### src/rtl/multi_channel_pulse_train_generator_top_assert.svh
// ----------------------------------------------------------------------------
// Assertion macros for the pulse train generator
// Immediate-implication and next-cycle-implication property checks.
// ----------------------------------------------------------------------------
`ifndef MULTI_CHANNEL_PULSE_TRAIN_GENERATOR_TOP_ASSERT_SVH
`define MULTI_CHANNEL_PULSE_TRAIN_GENERATOR_TOP_ASSERT_SVH
`ifndef SYNTH
`define MCPTG_ASSERT_IMP(lbl, ante, cons, msg) \
    lbl: assert property (@(posedge clk) disable iff (!rst_n) (ante) |-> (cons)) \
        else $error(msg);
`define MCPTG_ASSERT_NXT(lbl, ante, cons, msg) \
    lbl: assert property (@(posedge clk) disable iff (!rst_n) (ante) |=> (cons)) \
        else $error(msg);
`else
`define MCPTG_ASSERT_IMP(lbl, ante, cons, msg)
`define MCPTG_ASSERT_NXT(lbl, ante, cons, msg)
`endif
`endif

### src/rtl/mcptg_pkg.sv
// ----------------------------------------------------------------------------
// mcptg_pkg
// Command codes, item layout and per-channel record types.
// ----------------------------------------------------------------------------
package mcptg_pkg;

    localparam logic [2:0] FUNC_TICK        = 3'd0;
    localparam logic [2:0] FUNC_START       = 3'd1;
    localparam logic [2:0] FUNC_START_COUNT = 3'd2;
    localparam logic [2:0] FUNC_RESTART     = 3'd3;
    localparam logic [2:0] FUNC_STOP        = 3'd4;
    localparam logic [2:0] FUNC_FORCE       = 3'd5;
    localparam logic [2:0] FUNC_LOAD        = 3'd6;
    localparam logic [2:0] FUNC_NONE        = 3'd7;

    localparam int          ADDR_W              = 3;
    localparam logic [2:0]  ADDR_CHANNELS_IN_USE = 3'd0;

    localparam int QDEPTH = 2;

    typedef struct packed {
        logic close_active;
        logic start_active;
        logic reverse_polarity;
        logic endless;
    } mode_t;

    typedef struct packed {
        logic [2:0]  func;
        logic [4:0]  channel;
        logic [15:0] elapsed_ms;
        logic [31:0] pulse_count;
        logic        level;
        logic [31:0] on_period;
        logic [31:0] off_period;
        logic [31:0] total_toggles;
        mode_t       mode;
    } item_t;

    typedef struct packed {
        logic [31:0] on_period;
        logic [31:0] off_period;
        logic [31:0] total_toggles;
        mode_t       mode;
    } setting_t;

    typedef struct packed {
        logic [31:0] elapsed;
        logic [31:0] toggles;
    } runtime_t;

    typedef struct packed {
        logic  valid;
        item_t head;
    } queue_head_t;

endpackage

### src/rtl/mcptg_front.sv
// ----------------------------------------------------------------------------
// mcptg_front
// Accepts request beats, drops those that act on nothing, queues the rest.
// ----------------------------------------------------------------------------
module mcptg_front import mcptg_pkg::*; (
    input  logic        clk,
    input  logic        rst_n,
    input  logic        req_valid,
    input  item_t       req_item,
    output logic        req_stall,
    input  logic [5:0]  n_act,
    output queue_head_t q_out,
    input  logic        q_pop
);

    item_t      slot_reg [QDEPTH];
    logic       wptr_reg, wptr_next;
    logic       rptr_reg, rptr_next;
    logic [1:0] cnt_reg, cnt_next;
    logic       accept;
    logic       keep;
    logic       push;
    logic       pop;

    always_comb
    begin
        if (req_item.func == FUNC_TICK)
        begin
            keep = (n_act != 6'd0);
        end
        else
        begin
            keep = (req_item.func != FUNC_NONE) && ({1'b0, req_item.channel} < n_act);
        end
    end

    assign req_stall = (cnt_reg == 2'(QDEPTH));
    assign accept    = req_valid && !req_stall;
    assign push      = accept && keep;
    assign pop       = q_pop && (cnt_reg != 2'd0);

    assign wptr_next = push ? ~wptr_reg : wptr_reg;
    assign rptr_next = pop ? ~rptr_reg : rptr_reg;
    assign cnt_next  = cnt_reg + {1'b0, push} - {1'b0, pop};

    always_ff @(posedge clk or negedge rst_n)
    begin
        if (!rst_n)
        begin
            wptr_reg <= 1'b0;
            rptr_reg <= 1'b0;
            cnt_reg  <= 2'd0;
        end
        else
        begin
            wptr_reg <= wptr_next;
            rptr_reg <= rptr_next;
            cnt_reg  <= cnt_next;
        end
    end

    always_ff @(posedge clk)
    begin
        if (push)
        begin
            slot_reg[wptr_reg] <= req_item;
        end
    end

    assign q_out.valid = (cnt_reg != 2'd0);
    assign q_out.head  = slot_reg[rptr_reg];

    `include "multi_channel_pulse_train_generator_top_assert.svh"

    `MCPTG_ASSERT_NXT(a_queue_grows, (push && !pop), (cnt_reg == $past(cnt_reg) + 2'd1), "queue count did not grow on push")

endmodule

### config.mk
export PLATFORM = sky130hd
export DESIGN_NAME = mcptg_front
export DESIGN_NICKNAME = d
export VERILOG_FILES = /design/src/rtl/mcptg_pkg.sv /design/src/rtl/mcptg_front.sv
export VERILOG_INCLUDE_DIRS = /design/src /design/src/rtl
export SDC_FILE = /design/constraint.sdc
export NUM_CORES = 1
export LEC_CHECK = 0
export BUFFER_PORTS_ARGS = -buffer_cell sky130_fd_sc_hd__buf_4
export CORE_ASPECT_RATIO = 1.25
export CORE_UTILIZATION = 39
export DETAILED_ROUTE_END_ITERATION = 8
export GPL_TIMING_DRIVEN = 1
export PLACE_DENSITY = 0.65
export SLEW_MARGIN = 10
export SYNTH_ARGS = -nofsm -noshare
export SYNTH_HDL_FRONTEND = slang
export SYNTH_SLANG_ARGS = --single-unit
### constraint.sdc
create_clock -name clk -period 16.75 [get_ports clk]
set_input_delay 3.35 -clock clk [delete_from_list [all_inputs] [get_ports clk]]
set_output_delay 3.35 -clock clk [all_outputs]
set_load 0.02 [all_outputs]
Word-level counts from Yosys, hierarchy flattened:

Memory sizes are Yosys's and may differ from the RTL's.
Index checks and enable logic that the tools add are counted.

* add/sub/neg operators: 2
* $lt $le $gt $ge: 1
* eq/ne operators: 2
* mux-type cells: 3
* bitwise operators: 2
* reductions and logical operators: 8

Operator list (number)
* 5-bit by 6-bit < comparator with 1-bit output: 1
* 6-bit nonzero test: 1
* 1-bit logical AND: 4
* 3-bit zero test: 1
* 1-bit 2-to-1 mux: 3
* 3-bit inequality test (second input constant): 1
* 2-bit by 1-bit adder with 2-bit output: 1
* 2-bit equality test (second input constant): 1
* 1-bit inverter: 2
* 2-bit nonzero test: 1
* 2-bit by 1-bit subtractor with 2-bit output: 1
* 1-bit zero test: 1

* register bits after elaboration: 4
* bits in writable memories: 314
* output and inout bits: 159
* memories: 1

Memory list
* slot_reg: words 2, bits a word 157, read ports 1, clocked after Yosys merged registers in 0, wr ports 1, RTL line mcptg_front.sv:16 `item_t slot_reg [QDEPTH];`

Longest topological paths before layout:

Gate-level depths: netlist of run 1.

* depth in word-level cells: 6
* mapped depth: 11

Worst setup path after synthesis of run 1:

Ideal clock, no wire load.

* path kind: input port to flip-flop
* start point: in n_act[3]
* end point: mem slot_reg[1][0] (netlist name), enable pin
* library setup time: 906 ps
* data arrival time: 15765 ps
* required time: 15844 ps
* setup slack: 80 ps
* stages on the path: 6
* path through: inv_1 -> ha_1 -> a21o_1 -> a221oi_2 -> o211ai_1 -> a211oi_1

* word-level cells in the longest chain between the ends: 6
* elaborated cells between the ends (all ways): 7

Ends and longest elaborated chain
* start: declaration: RTL line mcptg_front.sv:11 `input logic [5:0] n_act,`
* 5-bit by 6-bit < comparator with 1-bit output: RTL line mcptg_front.sv:33 `keep = (req_item.func != FUNC_NONE) && ({1'b0, req_item.channel} < n_act);`
* 1-bit logical AND: RTL line mcptg_front.sv:33
* 1-bit 2-to-1 mux (*): RTL line mcptg_front.sv:27 `if (req_item.func == FUNC_TICK)`
* 1-bit logical AND (*): RTL line mcptg_front.sv:39 `assign push = accept && keep;`
* 1-bit 2-to-1 mux (*): RTL line mcptg_front.sv:64 `if (push)`
* 1-bit 2-to-1 mux (not written as such) (*): RTL line mcptg_front.sv:66 `slot_reg[wptr_reg] <= req_item;`
* end: declaration: RTL line mcptg_front.sv:16

Every way passes the cells marked *; elsewhere a longest branch is shown, timed or not.

Worst setup path in the final report of run 1:

* start point: in req_item[152] (netlist name)
* end point: mem slot_reg[1][79] (netlist name), enable pin

* word-level cells in the longest chain between the ends: 6

Ends and longest elaborated chain
* start: declaration: RTL line mcptg_front.sv:9 `input item_t req_item,`
* 5-bit by 6-bit < comparator with 1-bit output: RTL line mcptg_front.sv:33
* 1-bit logical AND: RTL line mcptg_front.sv:33
* 1-bit 2-to-1 mux: RTL line mcptg_front.sv:27
* 1-bit logical AND: RTL line mcptg_front.sv:39
* 1-bit 2-to-1 mux: RTL line mcptg_front.sv:64
* 1-bit 2-to-1 mux (not written as such): RTL line mcptg_front.sv:66

Every way passes these cells.

==> results of run 1 <==
==> layer usage <==
layer | up-vias | GRT usage (%)
met3 | 32 | 4.84
met2 | 230 | 26.3
met5 | - | 0
li1 | 2839 | -
met4 | 0 | 4.93
met1 | 2993 | 16.2
==> layout make-up <==
cell class	instances	area [µm²]	share of cell area, %
sequential	318	9530	60.9
timing repair buffer	332	2490	15.9
multi-input combinational	195	2110	13.5
clock buffer	35	791	5.05
tap	396	495	3.17
clock inverter	22	196	1.26
inverter	8	30.0	0.192
antenna	1	2.50	0.0160
==> power groups by stage <==
stage	Clock [mW]	Combinational (mW)	Sequential [mW]
after global placement	0	0.833	1.08
final	0.668	0.822	1.07
after floorplan	0	0.494	1.12
after global routing	0.711	0.872	1.08
after detailed placement	0	0.835	1.09
after CTS	0.688	0.838	1.07
==> kinds of logic (layout without fill, tap and decap cells) <==
family,after synthesis,in the layout,share of synthesized area (%)
buffers and inverters,26,397,1.00
other,0,1,0
muxes,157,157,15.1
DFF,318,318,81.2
adders and majority gates,6,6,0.640
AOI/OAI and AO/OA,12,12,0.875
and+or+nand+nor,17,17,0.939
xor gates and xnor gates,3,3,0.224
==> cell usage after synthesis, drive strengths merged (2+ instances only) <==
cell and n:
nand3 2, a211oi 2, mux2 157, dfrtp 4, a21o 3, buf 16, clkbuf 2, xnor2 2
ha 6, edfxtp 314, and2 2, inv 8, nand2b 2
==> critical path, stage by stage <==
cell and delay [ns]:
buf_4 0.12, ha_1 0.30, a21o_1 0.17, a221oi_2 0.30
o211ai_1 0.28, a211oi_4 0.84, buf_4 0.89
==> path summary, 6_finish.rpt <==
| path | endpoint | cells past startpoint | slack [ns] | from |
|---|---|---|---|---|
| max in group asynchronous | rptr_reg | 1 | 14.04 | rst_n |
| worst min register to register | cnt_reg[1] | 1 | 0.49 | cnt_reg[1] |
| worst max-delay path | slot_reg[1][79] | 7 | 10.57 | req_item[152] |
| worst min-delay path | cnt_reg[1] | 1 | 0.49 | cnt_reg[1] |
| min in group asynchronous | wptr_reg | 1 | 2.59 | rst_n |
| worst max register to register | slot_reg[1][79] | 4 | 13.81 | cnt_reg[1] |
==> through the flow <==
step / power (mW) / cell area (µm²)
global route: 2.67 / 15600
finish: 2.56 / 15600
detailed placement: 1.92 / 14700
CTS: 2.60 / 15600
global placement: 1.91 / 14700
floorplan: 1.62 / 11700
==> impl_metrics.env, run 1 <==
export IMPL_globalRouteOverflowTotal=0
export IMPL_drv_cap=0
export IMPL_hold_buffers=0
export IMPL_hold_class="flop to flop"
export IMPL_grt_usage_pct=14.7
export IMPL_met3_wirelength_um=2260
export IMPL_switching_power_mw=0.802
export IMPL_cts_max_level=1
export IMPL_critPathRequiredTime_ns=16.93
export IMPL_status="complete, no violations"
export IMPL_die_h_um=196
export IMPL_drv_slew=0
export IMPL_yosysSeqAreaShare_pct=81.2
export IMPL_critical_path_class="primary input to flop"
export IMPL_seqPwrFrac_pct=41.8
export IMPL_ys_ff_latch=318
export IMPL_powerDensity_nw_per_um2=164
export IMPL_synth_warnings=0
export IMPL_drt_wl_total_um=23300
export IMPL_finalCoreUtilization_pct=53.2
export IMPL_placed_cells=1249
export IMPL_post_cts_buffers=0
export IMPL_synth_cell_types=32
export IMPL_synth_top_area_cell="edfxtp_1"
export IMPL_syn_inst=539
export IMPL_avgSynthCellArea_um2=21.8
export IMPL_die_w_um=157
export IMPL_switching_share_pct=31.3
export IMPL_clkPwrFrac_pct=26.1
export IMPL_avgRoutedWirePerCell_um=17.8
export IMPL_slew_headroom_pct=30.4
export IMPL_dr_first_iter_drc_count=220
export IMPL_cts_sinks=318
export IMPL_synth_main_ff_cell="edfxtp_1"
export IMPL_io_buffers=325
export IMPL_drive_gt1_share_pct=42.3
export IMPL_dr_pass1_iters=4
export IMPL_grt_start_max_net_pins=75
export IMPL_final_common_cell="buf_4"
export IMPL_wl_met2_um=12000
export IMPL_final_cell_mix="buf_4, edfxtp_1, mux2_1"
export IMPL_synth_top_cell_area_share_pct=80.4
export IMPL_arrival_ns=6.36
export IMPL_rsz0062_at_grt="false"
export IMPL_async_flop_share_pct=1.26
export IMPL_critPathMaxFanout=74
export IMPL_comb_power_share_pct=32.1
export IMPL_place_gp_congestion=0.753
export IMPL_drc=0
export IMPL_worst_pin_slew_ns=1.04
export IMPL_timing_fmax_mhz=162
export IMPL_num_vias=6094
export IMPL_setup_ws_ns=10.57
export IMPL_insertion_delay_ns=0.56
export IMPL_nNetsFinal=1059
export IMPL_boundaryPins=326
export IMPL_ant_nets=0
export IMPL_wl_met1_um=8510
export IMPL_fin_cells=1307
export IMPL_tns_ns=0
export IMPL_place_detailed_hpwl_um=15600
export IMPL_cellLeakagePower_nw=5.82
export IMPL_finalSetupViolCount=0
export IMPL_largest_reg_flops=314
export IMPL_hold_viol_final=0
export IMPL_core_rowCount=70
export IMPL_clockRootBuffer="clkbuf_16"
export IMPL_synth_edf_count=314
export IMPL_fp_coreArea_um2=29400
export IMPL_cts_resized_gates=0
export IMPL_grt_pass1_vias=6293
export IMPL_cts_tree="yes"
export IMPL_syn_nets=712
export IMPL_fillers=2431
export IMPL_start_util_pct=39.9
export IMPL_p_int_mw=1.76
export IMPL_start_kind="primary input"
export IMPL_period_minus_slack_ns=6.18
export IMPL_yosys_top_cells_area="edfxtp_1, mux2_1, dfrtp_1, buf_2, ha_1"
export IMPL_dp_slack_ns=9.95
export IMPL_numCtsBuffers=31
export IMPL_period_share_pct=36.9
export IMPL_avgViaCountPerCell=4.66
export IMPL_ir_worst_vdd_mv=0.117
export IMPL_grt_pass1_wl_um=34200
export IMPL_antenna_found_initial=1
export IMPL_clockBufferDepth=3
export IMPL_endpoint_kind="flop"
export IMPL_die_area_um2=30800
export IMPL_highest_signal_layer="met4"
export IMPL_clock_skew_final_ns=0.0103
export IMPL_clk_pin_slew_ns=0.06
export IMPL_area_growth_pct=33.4
export IMPL_hold_worst_slack_ns=0.489
export IMPL_synth_area_um2=11700
(Power assumes the default switching activity.)
==> run 2, diff against run 1 <==
==> constraint.sdc (replaced) <==
create_clock -name clk -period 5.9 [get_ports clk]
set_input_delay 1.18 -clock clk [delete_from_list [all_inputs] [get_ports clk]]
set_output_delay 1.18 -clock clk [all_outputs]
set_load 0.02 [all_outputs]
==> impl_metrics.env, run 2 (same netlist as run 1, synthesis figures left out) <==
export IMPL_die_h_um=196
export IMPL_powerDensity_nw_per_um2=459
export IMPL_worst_pin_slew_ns=1.05
export IMPL_ir_worst_vdd_mv=0.300
export IMPL_critPathMaxFanout=45
export IMPL_area_growth_pct=33.4
export IMPL_timing_fmax_mhz=266
export IMPL_critPathRequiredTime_ns=4.72
export IMPL_cts_max_level=1
export IMPL_drive_gt1_share_pct=42.0
export IMPL_fillers=2426
export IMPL_fp_coreArea_um2=29400
export IMPL_final_common_cell="buf_4"
export IMPL_hold_class="primary input to async pin"
export IMPL_insertion_delay_ns=0.56
export IMPL_clockBufferDepth=3
export IMPL_period_minus_slack_ns=3.76
export IMPL_r2r_end="slot_reg[0][132]"
export IMPL_critical_path_class="flop to primary output"
export IMPL_cts_sinks=318
export IMPL_setup_ws_ns=2.14
export IMPL_die_w_um=157
export IMPL_io_buffers=325
export IMPL_antenna_found_initial=0
export IMPL_numCtsBuffers=31
export IMPL_cellLeakagePower_nw=5.79
export IMPL_drt_wl_total_um=23500
export IMPL_grt_start_max_net_pins=83
export IMPL_rsz0062_at_grt="false"
export IMPL_avgRoutedWirePerCell_um=18.0
export IMPL_drc=0
export IMPL_fin_cells=1304
export IMPL_r2r_slack_ns=3.53
export IMPL_hold_buffers=0
export IMPL_endpoint_kind="primary output"
export IMPL_rr_worst_depth=4
export IMPL_slew_headroom_pct=30.3
export IMPL_post_cts_buffers=0
export IMPL_grt_pass1_wl_um=34400
export IMPL_core_rowCount=70
export IMPL_clk_pin_slew_ns=0.06
export IMPL_avgViaCountPerCell=4.69
export IMPL_grt_pass1_vias=6409
export IMPL_start_util_pct=39.9
export IMPL_placed_cells=1248
export IMPL_tns_ns=0
export IMPL_grt_usage_pct=14.7
export IMPL_r2r_start="cnt_reg[1]"
export IMPL_ant_nets=0
export IMPL_start_kind="flop"
export IMPL_nNetsFinal=1058
export IMPL_cts_tree="yes"
export IMPL_dp_slack_ns=1.89
export IMPL_drv_slew=0
export IMPL_clock_skew_final_ns=0.0266
export IMPL_largest_reg_flops=314
export IMPL_boundaryPins=326
export IMPL_hold_viol_final=0
export IMPL_clockRootBuffer="clkbuf_16"
export IMPL_place_detailed_hpwl_um=15200
export IMPL_num_vias=6110
export IMPL_die_area_um2=30800
export IMPL_dr_pass1_iters=4
export IMPL_finalSetupViolCount=0
export IMPL_period_share_pct=63.7
export IMPL_dr_first_iter_drc_count=236
export IMPL_place_gp_congestion=0.726
export IMPL_cts_resized_gates=0
export IMPL_drv_cap=0
export IMPL_final_cell_mix="buf_4, edfxtp_1, mux2_1"
export IMPL_arrival_ns=2.58
export IMPL_status="complete, no violations"
export IMPL_globalRouteOverflowTotal=0
export IMPL_antenna_cells=0
-- run 2: changes by cell type in the layout (fill, tap and decap cells not counted), moves of 2 or more --
cell,delta
buf_12,+4
clkinv_2,-3
ha_4,+2
clkbuf_1,+8
inv_1,-2
buf_4,-5
ha_1,-2
clkinv_4,-4
bufinv_16,-2
-- run 2: metal layers --
metal | vias up | track usage [%] | routed length, µm
li1 | 2823 | - | -
met1 | 3017 | 16.4 | 8690
met2 | 224 | 26.1 | 12100
met3 | 46 | 4.33 | 1900
met4 | 0 | 5.79 | 806
met5 | - | 0 | 0
-- run 2: stage by stage --
step           total power [mW]  cell area, µm²  hold slack (ns)  utilization, %
2_1_floorplan              4.48           11800            0.460               -
3_3_place_gp               5.47           14700            0.479            50.1
3_5_place_dp               5.48           14700            0.483            50.1
4_1_cts                    7.30           15600            0.384            53.2
5_1_grt                    7.50           15600            0.384            53.2
6_report                   7.19           15600            0.410            53.2
-- run 2: power breakdown --
part / total, mW / switching (mW) / internal [mW] / leakage, nW
Combinational: 2.34 / 1.35 / 0.995 / 2.42
Sequential: 3.05 / 0.136 / 2.92 / 2.93
Clock: 1.79 / 0.785 / 1.01 / 0.434
-- run 2: layout make-up --
cell class                      instances  area, µm²  share of cell area [%]
Inverter                                8       35.0                   0.224
Clock buffer                           43        821                    5.25
Multi-Input combinational cell        195       2140                    13.7
Clock inverter                         13       90.1                   0.576
Sequential cell                       318       9530                    60.9
Tap cell                              396        495                    3.17
Timing Repair Buffer                  331       2530                    16.2
-- run 2: critical path, stage by stage (launching register included) --
cell     delay, ns
dfrtp_4       0.86
buf_4         0.57
mux2_1        0.39
buf_4         0.16
-- run 2: worst max path at each step --
stage,start,end,slack [ns],cells after the start
3_3_place_gp,n_act[3],slot_reg[0][61],1.92,8
6_report,rptr_reg,q_out[127],2.14,3
2_1_floorplan,req_item[152],slot_reg[0][0],-0.71,5
5_1_grt,rptr_reg,q_out[127],2.00,3
4_1_cts,rptr_reg,q_out[66],2.05,3
3_5_place_dp,req_item[152],slot_reg[0][65],1.89,7
==> run 3, diff against run 2 <==
--- a/config.mk
+++ b/config.mk
@@ -6,12 +6,13 @@
 export SDC_FILE = /design/constraint.sdc
 export NUM_CORES = 1
 export LEC_CHECK = 0
+export ABC_AREA = 1
 export BUFFER_PORTS_ARGS = -buffer_cell sky130_fd_sc_hd__buf_4
 export CORE_ASPECT_RATIO = 1.25
 export CORE_UTILIZATION = 39
 export DETAILED_ROUTE_END_ITERATION = 8
 export GPL_TIMING_DRIVEN = 1
-export PLACE_DENSITY = 0.65
+export PLACE_DENSITY = 0.67
 export SLEW_MARGIN = 10
 export SYNTH_ARGS = -nofsm -noshare
 export SYNTH_HDL_FRONTEND = slang
==> constraint.sdc (replaced) <==
create_clock -name clk -period 3.3 [get_ports clk]
set_input_delay 0.66 -clock clk [delete_from_list [all_inputs] [get_ports clk]]
set_output_delay 0.66 -clock clk [all_outputs]
set_load 0.02 [all_outputs]
==> impl_metrics.env, run 3 <==
export IMPL_powerDensity_nw_per_um2=899
export IMPL_grt_pass1_wl_um=37500
export IMPL_fillers=2544
export IMPL_fp_coreArea_um2=30000
export IMPL_synth_edf_count=314
export IMPL_drive_gt1_share_pct=31.9
export IMPL_cts_max_level=1
export IMPL_antenna_cells=0
export IMPL_critical_path_class="flop to primary output"
export IMPL_post_cts_buffers=0
export IMPL_synth_top_cells_by_count="nand2_1, edfxtp_1, inv_1"
export IMPL_synth_cell_types=18
export IMPL_final_cell_mix="nand2_1, buf_4, edfxtp_1"
export IMPL_drc=0
export IMPL_clk_pin_slew_ns=0.06
export IMPL_drt_wl_total_um=25600
export IMPL_hold_buffers=1
export IMPL_area_growth_pct=32.7
export IMPL_die_h_um=197
export IMPL_status="complete, no violations"
export IMPL_critPathRequiredTime_ns=2.64
export IMPL_nNetsFinal=1386
export IMPL_num_vias=7378
export IMPL_arrival_ns=2.18
export IMPL_start_util_pct=39.6
export IMPL_antenna_found_initial=2
export IMPL_hold_class="primary input to flop"
export IMPL_finalSetupViolCount=0
export IMPL_synth_warnings=0
export IMPL_timing_fmax_mhz=352
export IMPL_worst_pin_slew_ns=0.983
export IMPL_yosysSeqAreaShare_pct=80.2
export IMPL_dr_first_iter_drc_count=379
export IMPL_die_w_um=158
export IMPL_async_flop_share_pct=1.26
export IMPL_r2r_end="slot_reg[1][39]"
export IMPL_clock_skew_final_ns=0.00603
export IMPL_cts_resized_gates=0
export IMPL_placed_area_um2=14800
export IMPL_ys_ff_latch=318
export IMPL_drv_slew=0
export IMPL_setup_ws_ns=0.455
export IMPL_syn_nets=1053
export IMPL_r2r_start="cnt_reg[1]"
export IMPL_start_kind="flop"
export IMPL_final_common_cell="nand2_1"
export IMPL_crit_path_start="rptr_reg"
export IMPL_cellLeakagePower_nw=6.65
export IMPL_hold_viol_final=0
export IMPL_endpoint="q_out[20]"
export IMPL_synth_top_cell_area_share_pct=79.4
export IMPL_avgRoutedWirePerCell_um=15.7
export IMPL_boundaryPins=326
export IMPL_place_gp_congestion=0.730
export IMPL_cts_tree="yes"
export IMPL_clockBufferDepth=3
export IMPL_critPathMaxFanout=157
export IMPL_clockRootBuffer="clkbuf_16"
export IMPL_io_buffers=325
export IMPL_drv_cap=0
export IMPL_grt_usage_pct=15.8
export IMPL_avgViaCountPerCell=4.51
export IMPL_endpoint_kind="primary output"
export IMPL_die_area_um2=31200
export IMPL_numCtsBuffers=31
export IMPL_dp_slack_ns=0.637
export IMPL_period_share_pct=86.2
export IMPL_globalRouteOverflowTotal=0
export IMPL_slew_headroom_pct=34.4
export IMPL_yosysMostFrequentCell="nand2_1"
export IMPL_cts_sinks=318
export IMPL_rsz0062_at_grt="false"
export IMPL_finalInstanceArea_um2=15800
export IMPL_place_detailed_hpwl_um=16100
export IMPL_ant_nets=0
export IMPL_yosys_top_cells_area="edfxtp_1, nand2_1, buf_6, dfrtp_1, ha_1"
export IMPL_finalPower_mw=14.2
export IMPL_syn_inst=880
export IMPL_grt_pass1_vias=7163
export IMPL_synth_main_ff_cell="edfxtp_1"
export IMPL_synth_area_um2=11900
export IMPL_grt_start_max_net_pins=158
export IMPL_r2r_slack_ns=1.36
export IMPL_insertion_delay_ns=0.55
export IMPL_dr_pass1_iters=4
export IMPL_largest_reg_flops=314
export IMPL_core_rowCount=71
export IMPL_avgSynthCellArea_um2=13.5
export IMPL_synth_top_area_cell="edfxtp_1"
export IMPL_period_minus_slack_ns=2.84
export IMPL_ir_worst_vdd_mv=0.631
export IMPL_rr_worst_depth=6
## run 3: changes by cell type after synthesis, moves of 3 or more
cell	before	now
a21o_1	3	0
buf_4	0	7
buf_6	0	14
inv_1	8	15
mux2_1	157	0
nand2_1	1	485
nor2_1	1	9
## run 3: area by class of cell
class,count,area [µm²],area share (%)
Clock buffer,36,795,5.04
Clock inverter,19,164,1.04
Tap cell,401,502,3.18
Multi-Input combinational cell,511,2060,13.1
Inverter,16,81.3,0.516
Timing Repair Buffer,335,2630,16.7
Sequential cell,318,9530,60.5
## run 3: cell families (layout without fill, tap and decap cells)
| kind of cell | count (synthesis) | after routing | share of synthesized area (%) |
|---|---|---|---|
| AND/OR/NAND/NOR | 500 | 500 | 15.9 |
| XOR/XNOR | 3 | 3 | 0.221 |
| AO/OA/AOI/OAI | 2 | 2 | 0.137 |
| flip-flops | 318 | 318 | 80.2 |
| adder cells (fa/ha/maj) | 6 | 6 | 0.632 |
| buffers and inverters | 51 | 406 | 2.89 |
## run 3: power breakdown
part	leakage (nW)	switching [mW]	total [mW]	internal, mW
Clock	0.473	1.41	3.34	1.94
Combinational	3.24	3.48	5.40	1.92
Sequential	2.93	0.154	5.42	5.27
## run 3: per-stage QoR
step / utilization (%) / std cells / hold WS, ns / TNS [ns]
2_1_floorplan: - / 880 / 0.364 / -238.18
3_3_place_gp: 49.3 / 1580 / 0.460 / 0
3_5_place_dp: 49.3 / 1580 / 0.462 / 0
4_1_cts: 52.5 / 1636 / 0.251 / 0
5_1_grt: 52.5 / 1636 / 0.256 / 0
6_report: 52.5 / 1636 / 0.289 / 0
## run 3: how the worst min path moves through the flow
stage               slack, ns              end  cells after the start    startpoint
finish                   0.29  slot_reg[0][87]                      1  req_item[87]
global route             0.26  slot_reg[0][56]                      1  req_item[56]
CTS                      0.25  slot_reg[0][56]                      1  req_item[56]
detailed placement       0.46         rptr_reg                      1         rst_n
global placement         0.46         rptr_reg                      1         rst_n
floorplan                0.36       cnt_reg[0]                      0         rst_n
## run 3: layer usage
| layer | vias to the layer above | wire length, µm | GRT usage, % |
|---|---|---|---|
| li1 | 3631 | - | - |
| met1 | 3414 | 9910 | 18.3 |
| met4 | 4 | 937 | 7.16 |
| met3 | 63 | 2300 | 5.20 |
| met5 | - | 27 | 0 |
| met2 | 266 | 12400 | 26.5 |
## run 3: worst max-delay path, cell delays in order, from the launching register on
cell,delay [ns]
dfrtp_4,0.44
buf_12,0.37
nand2_1,0.15
nand2_1,0.15
buf_4,0.15
